File: config.mk
export PLATFORM = sky130hd
export DESIGN_NAME = multi_servo_pulse_generator_top
export DESIGN_NICKNAME = d
export VERILOG_FILES = /design/src/msp_pkg.sv /design/src/msp_front.sv /design/src/msp_queue.sv /design/src/msp_back.sv /design/src/multi_servo_pulse_generator_top.sv
export SDC_FILE = /design/constraint.sdc
export NUM_CORES = 2
export LEC_CHECK = 0
export BUFFER_PORTS_ARGS = -buffer_cell sky130_fd_sc_hd__buf_2
export CAP_MARGIN = 25
export CORE_ASPECT_RATIO = 1.75
export CORE_MARGIN = 4
export CORE_UTILIZATION = 55
export CTS_CLUSTER_DIAMETER = 80
export CTS_CLUSTER_SIZE = 30
export DETAILED_ROUTE_END_ITERATION = 8
export GPL_TIMING_DRIVEN = 0
export PLACE_DENSITY_LB_ADDON = 0.05
export SYNTH_ARGS = -nofsm -noshare
export SYNTH_HDL_FRONTEND = slang
export SYNTH_HIERARCHICAL = 1
export SYNTH_SLANG_ARGS = --single-unit
File: constraint.sdc
create_clock -name clk -period 19.1 [get_ports clk]
set_clock_uncertainty 0.05 [all_clocks]
set_input_delay 5.73 -clock clk [delete_from_list [all_inputs] [get_ports clk]]
set_output_delay 5.73 -clock clk [all_outputs]
set_load 0.01 [all_outputs]
File: src/msp_pkg.sv
// Shared types and constants for the multi-channel servo pulse generator.
`timescale 1ns / 1ps
`default_nettype none
package msp_pkg;

	localparam int NUM_CHANNELS = 32;
	localparam int WIDTH_BITS   = 16;
	localparam int CHAN_BITS    = 5;
	localparam int PIN_BITS     = 32;

	localparam logic [WIDTH_BITS-1:0] FRAME_TICKS_RESET = WIDTH_BITS'(3125);

	// configuration register map (byte offset bit 2 selects the register)
	localparam int APB_ADDR_BITS = 3;
	localparam logic REG_FRAME_TICKS = 1'b0;

	// item queue between front and back
	localparam int QUEUE_DEPTH    = 4;
	localparam int QUEUE_PTR_BITS = 2;
	localparam int QUEUE_CNT_BITS = 3;

	// input item selector carried on tuser
	typedef enum logic {
		FUNC_TICK = 1'b0,
		FUNC_SET  = 1'b1
	} func_t;

	// classified command as seen by the back end
	typedef enum logic [1:0] {
		KIND_TICK,
		KIND_SET,
		KIND_NOP
	} kind_t;

	typedef struct packed {
		kind_t                 kind;
		logic [CHAN_BITS-1:0]  channel;
		logic [WIDTH_BITS-1:0] width;
	} cmd_t;

endpackage
`default_nettype wire

File: src/msp_front.sv
// Front end: registers incoming items and classifies them into commands.
`timescale 1ns / 1ps
`default_nettype none
module msp_front (
	input  wire                                clk,
	input  wire                                arst_n,
	input  wire                                s_tvalid,
	output logic                               s_tready,
	input  wire  [23:0]                        s_tdata,
	input  wire                                s_tuser,
	output logic                               q_valid,
	input  wire                                q_ready,
	output msp_pkg::cmd_t                      q_cmd
);

	logic          valid_s1;
	msp_pkg::cmd_t cmd_s1;
	msp_pkg::cmd_t cmd_in;
	logic          in_range;

	assign s_tready = !valid_s1 || q_ready;

	// a set-width item for a channel that does not exist still yields a result
	assign in_range = {1'b0, s_tdata[msp_pkg::CHAN_BITS-1:0]}
		< (msp_pkg::CHAN_BITS+1)'(msp_pkg::NUM_CHANNELS);

	always_comb begin
		cmd_in.channel = s_tdata[msp_pkg::CHAN_BITS-1:0];
		cmd_in.width   = s_tdata[msp_pkg::CHAN_BITS +: msp_pkg::WIDTH_BITS];
		case (msp_pkg::func_t'(s_tuser))
			msp_pkg::FUNC_TICK: cmd_in.kind = msp_pkg::KIND_TICK;
			msp_pkg::FUNC_SET:  cmd_in.kind = in_range ? msp_pkg::KIND_SET : msp_pkg::KIND_NOP;
			default:            cmd_in.kind = msp_pkg::KIND_NOP;
		endcase
	end

	always_ff @(posedge clk or negedge arst_n) begin
		if (!arst_n) begin
			valid_s1 <= 1'b0;
		end else if (s_tready) begin
			valid_s1 <= s_tvalid;
		end
	end

	always_ff @(posedge clk) begin
		if (s_tready && s_tvalid) begin
			cmd_s1 <= cmd_in;
		end
	end

	assign q_valid = valid_s1;
	assign q_cmd   = cmd_s1;

endmodule
`default_nettype wire

File: src/msp_queue.sv
// Short command queue decoupling the front end from the back end.
`timescale 1ns / 1ps
`default_nettype none
module msp_queue (
	input  wire            clk,
	input  wire            arst_n,
	input  wire            in_valid,
	output logic           in_ready,
	input  msp_pkg::cmd_t  in_cmd,
	output logic           out_valid,
	input  wire            out_ready,
	output msp_pkg::cmd_t  out_cmd
);

	msp_pkg::cmd_t                      mem_q [msp_pkg::QUEUE_DEPTH];
	logic [msp_pkg::QUEUE_PTR_BITS-1:0] wr_ptr_q;
	logic [msp_pkg::QUEUE_PTR_BITS-1:0] rd_ptr_q;
	logic [msp_pkg::QUEUE_CNT_BITS-1:0] count_q;
	logic                               push;
	logic                               pop;

	assign in_ready  = count_q != msp_pkg::QUEUE_CNT_BITS'(msp_pkg::QUEUE_DEPTH);
	assign out_valid = count_q != '0;
	assign push      = in_valid && in_ready;
	assign pop       = out_valid && out_ready;
	assign out_cmd   = mem_q[rd_ptr_q];

	always_ff @(posedge clk or negedge arst_n) begin
		if (!arst_n) begin
			wr_ptr_q <= '0;
			rd_ptr_q <= '0;
			count_q  <= '0;
		end else begin
			if (push) begin
				wr_ptr_q <= wr_ptr_q + 1'b1;
			end
			if (pop) begin
				rd_ptr_q <= rd_ptr_q + 1'b1;
			end
			if (push && !pop) begin
				count_q <= count_q + 1'b1;
			end else if (pop && !push) begin
				count_q <= count_q - 1'b1;
			end
		end
	end

	always_ff @(posedge clk) begin
		if (push) begin
			mem_q[wr_ptr_q] <= in_cmd;
		end
	end

endmodule
`default_nettype wire

File: src/msp_back.sv
// Back end: frame counter, per-channel width compares and the result register.
`timescale 1ns / 1ps
`default_nettype none
module msp_back (
	input  wire                                  clk,
	input  wire                                  arst_n,
	input  wire  [msp_pkg::WIDTH_BITS-1:0]       frame_ticks,
	input  wire                                  q_valid,
	output logic                                 q_ready,
	input  msp_pkg::cmd_t                        q_cmd,
	output logic                                 m_tvalid,
	input  wire                                  m_tready,
	output logic [msp_pkg::PIN_BITS-1:0]         m_tdata
);

	logic [msp_pkg::WIDTH_BITS-1:0]   fc_q;
	logic [msp_pkg::WIDTH_BITS-1:0]   act_q    [msp_pkg::NUM_CHANNELS];
	logic [msp_pkg::WIDTH_BITS-1:0]   staged_q [msp_pkg::NUM_CHANNELS];
	logic [msp_pkg::WIDTH_BITS-1:0]   act_new  [msp_pkg::NUM_CHANNELS];
	logic [msp_pkg::NUM_CHANNELS-1:0] sv_q;
	logic [msp_pkg::NUM_CHANNELS-1:0] level_q;
	logic [msp_pkg::NUM_CHANNELS-1:0] level_new;
	logic [msp_pkg::NUM_CHANNELS-1:0] zero_mask;
	logic [msp_pkg::WIDTH_BITS-1:0]   fc_inc;
	logic [msp_pkg::WIDTH_BITS-1:0]   fc_next;
	logic                             start;
	logic                             pop;
	logic                             tick;
	logic                             set;
	logic                             m_tvalid_q;
	logic [msp_pkg::PIN_BITS-1:0]     m_tdata_q;

	assign q_ready = !m_tvalid_q || m_tready;
	assign pop     = q_valid && q_ready;
	assign tick    = pop && (q_cmd.kind == msp_pkg::KIND_TICK);
	assign set     = pop && (q_cmd.kind == msp_pkg::KIND_SET);

	// wrap when the next count meets the frame length, or when the length was lowered
	assign fc_inc  = fc_q + 1'b1;
	assign fc_next = (fc_inc >= frame_ticks || fc_q >= frame_ticks) ? '0 : fc_inc;
	assign start   = fc_next == '0;

	always_comb begin
		for (int i = 0; i < msp_pkg::NUM_CHANNELS; i++) begin
			act_new[i]   = (start && sv_q[i]) ? staged_q[i] : act_q[i];
			level_new[i] = (start ? (act_new[i] != '0) : level_q[i])
				&& !(fc_next >= act_new[i]);
			zero_mask[i] = act_q[i] == '0;
		end
	end

	always_ff @(posedge clk or negedge arst_n) begin
		if (!arst_n) begin
			fc_q       <= '0;
			sv_q       <= '0;
			level_q    <= '0;
			m_tvalid_q <= 1'b0;
			for (int i = 0; i < msp_pkg::NUM_CHANNELS; i++) begin
				act_q[i] <= '0;
			end
		end else begin
			if (tick) begin
				fc_q    <= fc_next;
				level_q <= level_new;
				if (start) begin
					sv_q <= '0;
					for (int i = 0; i < msp_pkg::NUM_CHANNELS; i++) begin
						act_q[i] <= act_new[i];
					end
				end
			end else if (set) begin
				sv_q[q_cmd.channel] <= 1'b1;
			end
			if (pop) begin
				m_tvalid_q <= 1'b1;
			end else if (m_tready) begin
				m_tvalid_q <= 1'b0;
			end
		end
	end

	always_ff @(posedge clk) begin
		if (set) begin
			staged_q[q_cmd.channel] <= q_cmd.width;
		end
		if (pop) begin
			m_tdata_q <= msp_pkg::PIN_BITS'(tick ? level_new : level_q);
		end
	end

	assign m_tvalid = m_tvalid_q;
	assign m_tdata  = m_tdata_q;

`ifndef SYNTH
	a_zero_width_low: assert property (@(posedge clk) disable iff (!arst_n)
		(level_q & zero_mask) == '0)
		else $error("channel with zero active width is high");

	a_set_keeps_pins: assert property (@(posedge clk) disable iff (!arst_n)
		(pop && q_cmd.kind != msp_pkg::KIND_TICK) |=> m_tdata_q == $past(level_q))
		else $error("non-tick item changed the pin mask");

	a_count_in_frame: assert property (@(posedge clk) disable iff (!arst_n)
		tick |=> (fc_q < $past(frame_ticks) || fc_q == '0))
		else $error("frame counter left the frame");
`endif

endmodule
`default_nettype wire

File: src/multi_servo_pulse_generator_top.sv
// Top level of the multi-channel servo pulse generator.
//
// Usage:
//   Items enter on the s_ stream. s_tuser selects the kind: a timer tick or a
//   set-width item that stages a new pulse width for one channel. Every item
//   yields exactly one result on the m_ stream: the 32-bit pin-level mask
//   after the item has taken effect.
//   The front end registers and classifies each item, a four-entry queue
//   holds commands, and the back end updates the frame counter and runs all
//   32 width compares in parallel, so one item is taken every cycle unless
//   the receiver stalls. An item passes through the front register, the queue
//   and the result register in that order; sustained throughput is one item
//   per cycle when the output side is not stalled.
//   When the receiver stalls, the result register holds, the back end stops
//   popping, and the queue and front register absorb further items until
//   s_tready drops.
//   Reset clears the counter, all active widths, staged flags and pins (all low);
//   frame_ticks returns to 3125. Pins stay low until the first frame start.
//   The user must write frame_ticks via APB offset 0 only while idle; not enforced.
`timescale 1ns / 1ps
`default_nettype none
module multi_servo_pulse_generator_top (
	input  wire                                 clk,
	input  wire                                 arst_n,
	// APB configuration port
	input  wire                                 psel,
	input  wire                                 penable,
	input  wire                                 pwrite,
	input  wire  [msp_pkg::APB_ADDR_BITS-1:0]   paddr,
	input  wire  [31:0]                         pwdata,
	output logic [31:0]                         prdata,
	output logic                                pready,
	// input items
	input  wire                                 s_tvalid,
	output logic                                s_tready,
	input  wire  [23:0]                         s_tdata,  // channel[4:0], pulse_ticks[20:5], zero pad
	input  wire                                 s_tuser,  // func
	// results
	output logic                                m_tvalid,
	input  wire                                 m_tready,
	output logic [msp_pkg::PIN_BITS-1:0]        m_tdata   // pin_levels[31:0]
);

	logic [msp_pkg::WIDTH_BITS-1:0] frame_ticks_q;
	logic                           cfg_write;
	logic                           fq_valid;
	logic                           fq_ready;
	msp_pkg::cmd_t                  fq_cmd;
	logic                           qb_valid;
	logic                           qb_ready;
	msp_pkg::cmd_t                  qb_cmd;

	// APB: no wait states; bit 2 of the byte address picks the register
	assign pready    = 1'b1;
	assign cfg_write = psel && penable && pwrite && pready
		&& (paddr[2] == msp_pkg::REG_FRAME_TICKS);

	always_ff @(posedge clk or negedge arst_n) begin
		if (!arst_n) begin
			frame_ticks_q <= msp_pkg::FRAME_TICKS_RESET;
		end else if (cfg_write) begin
			frame_ticks_q <= pwdata[msp_pkg::WIDTH_BITS-1:0];
		end
	end

	// read back the frame length; other offsets read as zero
	assign prdata = (paddr[2] == msp_pkg::REG_FRAME_TICKS)
		? 32'(frame_ticks_q) : 32'd0;

	msp_front u_front (
		.clk      (clk),
		.arst_n   (arst_n),
		.s_tvalid (s_tvalid),
		.s_tready (s_tready),
		.s_tdata  (s_tdata),
		.s_tuser  (s_tuser),
		.q_valid  (fq_valid),
		.q_ready  (fq_ready),
		.q_cmd    (fq_cmd)
	);

	msp_queue u_queue (
		.clk       (clk),
		.arst_n    (arst_n),
		.in_valid  (fq_valid),
		.in_ready  (fq_ready),
		.in_cmd    (fq_cmd),
		.out_valid (qb_valid),
		.out_ready (qb_ready),
		.out_cmd   (qb_cmd)
	);

	msp_back u_back (
		.clk         (clk),
		.arst_n      (arst_n),
		.frame_ticks (frame_ticks_q),
		.q_valid     (qb_valid),
		.q_ready     (qb_ready),
		.q_cmd       (qb_cmd),
		.m_tvalid    (m_tvalid),
		.m_tready    (m_tready),
		.m_tdata     (m_tdata)
	);

endmodule
`default_nettype wire
==> impl_results.md <==
* Cts bufs inserted at 50
* Multiplexer share of the synthesized area at 0.106
* Switching share of power at 0.406
* Top-level I/O count at 134
* Vias in the first global route at 45,186
* # Max-Cap Violations at 0
* RR Endpoint: u_back/m_tdata[19]
* Largest family of logic cells by synthesized area: adder cells
* Slew headroom at 0.257
* Util after Layout at 0.601
* DR WL/cell at 29.6 um
* Initial DRC count at 4,195
* Clk pwr share at 0.166
* CP Capture Point: prdata[7]
* Worst setup path start: paddr[2]
* Crit path max fanout at 10
* IO Port Bufs at 95
* LEAKAGE at 31.4 nW
* Synth Warn # at 6
* R2r worst-path depth at 26
* Leading area contributor after synthesis: edfxtp_1
* Worst Tran Pin Value at 1110 ps
* First-pass GRT wire length at 297,000 um
* Max Fclk at 0.0814 GHz
* Combinational cell fraction of total power at 0.404
* Setup CP Type: input port to output port
* Mapped Avg Cell Area at 12.4 um^2
* Synthesis-stage register bit count at 1,275
* Clk root buf: clkbuf_16
* Post-Synth Adder-Cell Area at 0.106
* Synth Area in XOR/XNOR at 0.00264
* Clock Path Buffers at 3
* CTS resizes at 0
* Cell mode on critical path: buf_2
* Post-Route WL at 204,000 um
* Final-report hold violation count at 0
* Startpoint types: input port
* Most common cell after layout, fill and taps aside: edfxtp_1
* Chip height at 456 um
* Arr. time, crit path at 6500 ps
* CP max stage delay at 350 ps
* Power Total at 8.48 mW
* Worst-path clk slew at 120 ps
* GRT overflow at 0
* DRT Pass-1 Iters at 6
* Drt drc at 0
* Crit share post-route at 0.643
* Most used flip-flop cell after synthesis: edfxtp_1
* Vias/cell at 6.53
* Area growth from synthesis to layout at 8.69%
* R2r setup slk at 10,250 ps
* Hold Buf Count CTS at 0
* Internal at 5.04 mW
* Setup ws final at 6820 ps
* Data required, critical path at 13,320 ps
* Placed inst area at 66,900 um^2
* Initial Util at 0.553
* H-tree Lvls at 2
* Full die area at 120,000 um^2
* EDFF count, synth at 658
* Core footprint at 114,000 um^2
* Row count at 164
* Placed insts at 6,781
* RSZ-0062 raised after global routing: no
* Pin count of the biggest net entering global routing at 107
* Synth top area cells: edfxtp_1 31%, dfrtp_1 24%, ha_1 10%
* Final Setup Violations at 0
* Ys async rst share at 0.484
* DR vias at 44,942
* PwrDens at 124 nW/um^2
* Non-Filler Instances at 6,882
* RD Place Congestion at 0.910
* Final Slew Violations at 0
* Commonest cells after routing, fill and taps aside: 658 x edfxtp_1, 611 x dfrtp_1, 551 x o21ai_0, 530 x nand2_1, 518 x ha_1
* Hold/Removal Path Class: flip-flop to flip-flop
* Unique masters post-synth at 75
* Outcome: complete, no violations
* Mapped Area at 63,000 um^2
* GRT Total Usage at 0.333
* Post-DP HPWL at 135,000 um
* Post-CTS Setup Bufs at 0
* Complex-gate fraction of the synthesized area at 0.102
* Max rail drop VDD at 179 uV
* Worst-skew pair later-pin latency at 700 ps
* Reg2reg start: u_back/fc_q[1]
* Layout cells sized above 1 at 0.111
* Cells after Synth at 5,098
* Min-delay src: u_front/q_cmd[21]
* Clock Sinks at 1,275
* Antenna violations before repair at 15
* Design area at 68,400 um^2
* Register area share after synthesis at 0.559
* Max stage delay cell, worst path: clkbuf_1
* Critical Path, Cell by Cell: buf_2 -> clkbuf_1 -> nor2b_1 -> buf_2
* Chip width at 264 um
* P_sw at 3.45 mW
* Reg power frac at 0.431
* Top-area cell type share of the netlist area at 0.314
* Simple-gate portion of the synthesized area at 0.106
* Worst slack, placed at 6770 ps
* CP Capture Type: output port
* Fin crit period at 12,280 ps
* # nets final at 5,925
* Antenna Nets Post-Route at 0
* CTS tree: yes
==> layout make-up <==
cell class	instances	area (um^2)
diodes	7	17.5
plain buffers	208	1060
clock buffers	81	1410
clock inverters	13	123
fillers	9347	45400
inverters	25	96.3
multi-input cells	3605	26800
flip-flops and latches	1275	35200
well taps	1494	1870
repair buffers	174	1870
==> through the flow <==
stage	setup TNS, ps	hold WS (ps)
after floorplan	0	409
after global routing	0	481
after CTS	0	456
after detailed placement	0	435
after global placement	-1335970	422
final	0	458
==> registers in the layout, indices dropped and copies added, names as in the netlist <==
signal and cells:
u_back/act_q 512, frame_ticks_q 16, u_queue/mem_q 92, u_back/m_tdata 32
u_queue/wr_ptr_q 2, u_front/q_valid 1, u_back/sv_q 32, u_back/m_tvalid 1
u_front/q_cmd 22, u_back/level_q 32, u_back/staged_q 512, u_queue/count_q 3
u_queue/rd_ptr_q 2, u_back/fc_q 16
==> cells in the mapped netlist (102+ instances only) <==
cell        n
a21o_1    133
a21oi_1   169
buf_2     107
dfrtp_1   611
edfxtp_1  658
ha_1      518
mux2_2    102
mux2i_1   473
nand2_1   531
nand4_1   137
nor2_1    209
nor4_1    270
o21ai_0   551
==> cells by family (layout without fill, tap and decap cells) <==
family,count (synthesis),count (layout)
simple gates,1353,1353
flops,1275,1275
compound gates,1058,1058
mux,618,618
fa+ha+maj,539,539
buf+inv,233,501
xor+xnor,19,19
other cells,3,25
==> worst max-delay path: cells and delay by family <==
family	cells	cell delay [ps]
and+or+nand+nor	1	90
buffers and inverters	3	670
==> worst min path at each step <==
stage | to | cells past startpoint
detailed placement | u_queue/mem_q[0][19] | 0
floorplan | u_queue/mem_q[0][0] | 0
finish | u_queue/mem_q[0][21] | 0
global route | u_queue/mem_q[1][5] | 0
global placement | u_queue/mem_q[2][13] | 0
CTS | u_queue/mem_q[0][21] | 0
==> power by group through the flow <==
stage,logic (mW),registers [mW],clock network (mW)
finish,3.43,3.65,1.40
global route,3.63,3.68,1.53
CTS,3.38,3.65,1.43
detailed placement,3.37,3.70,0
global placement,3.18,3.72,0
floorplan,1.79,3.64,0
==> metal layers <==
metal | share of wire | vias to the layer above | global-route usage
li1 | - | 19881 | -
met1 | 0.38 | 22673 | 0.417
met2 | 0.48 | 1809 | 0.558
met3 | 0.066 | 573 | 0.0434
met4 | 0.073 | 6 | 0.192
met5 | 0.00020 | - | 0
Power figures use the tool's default switching activity.
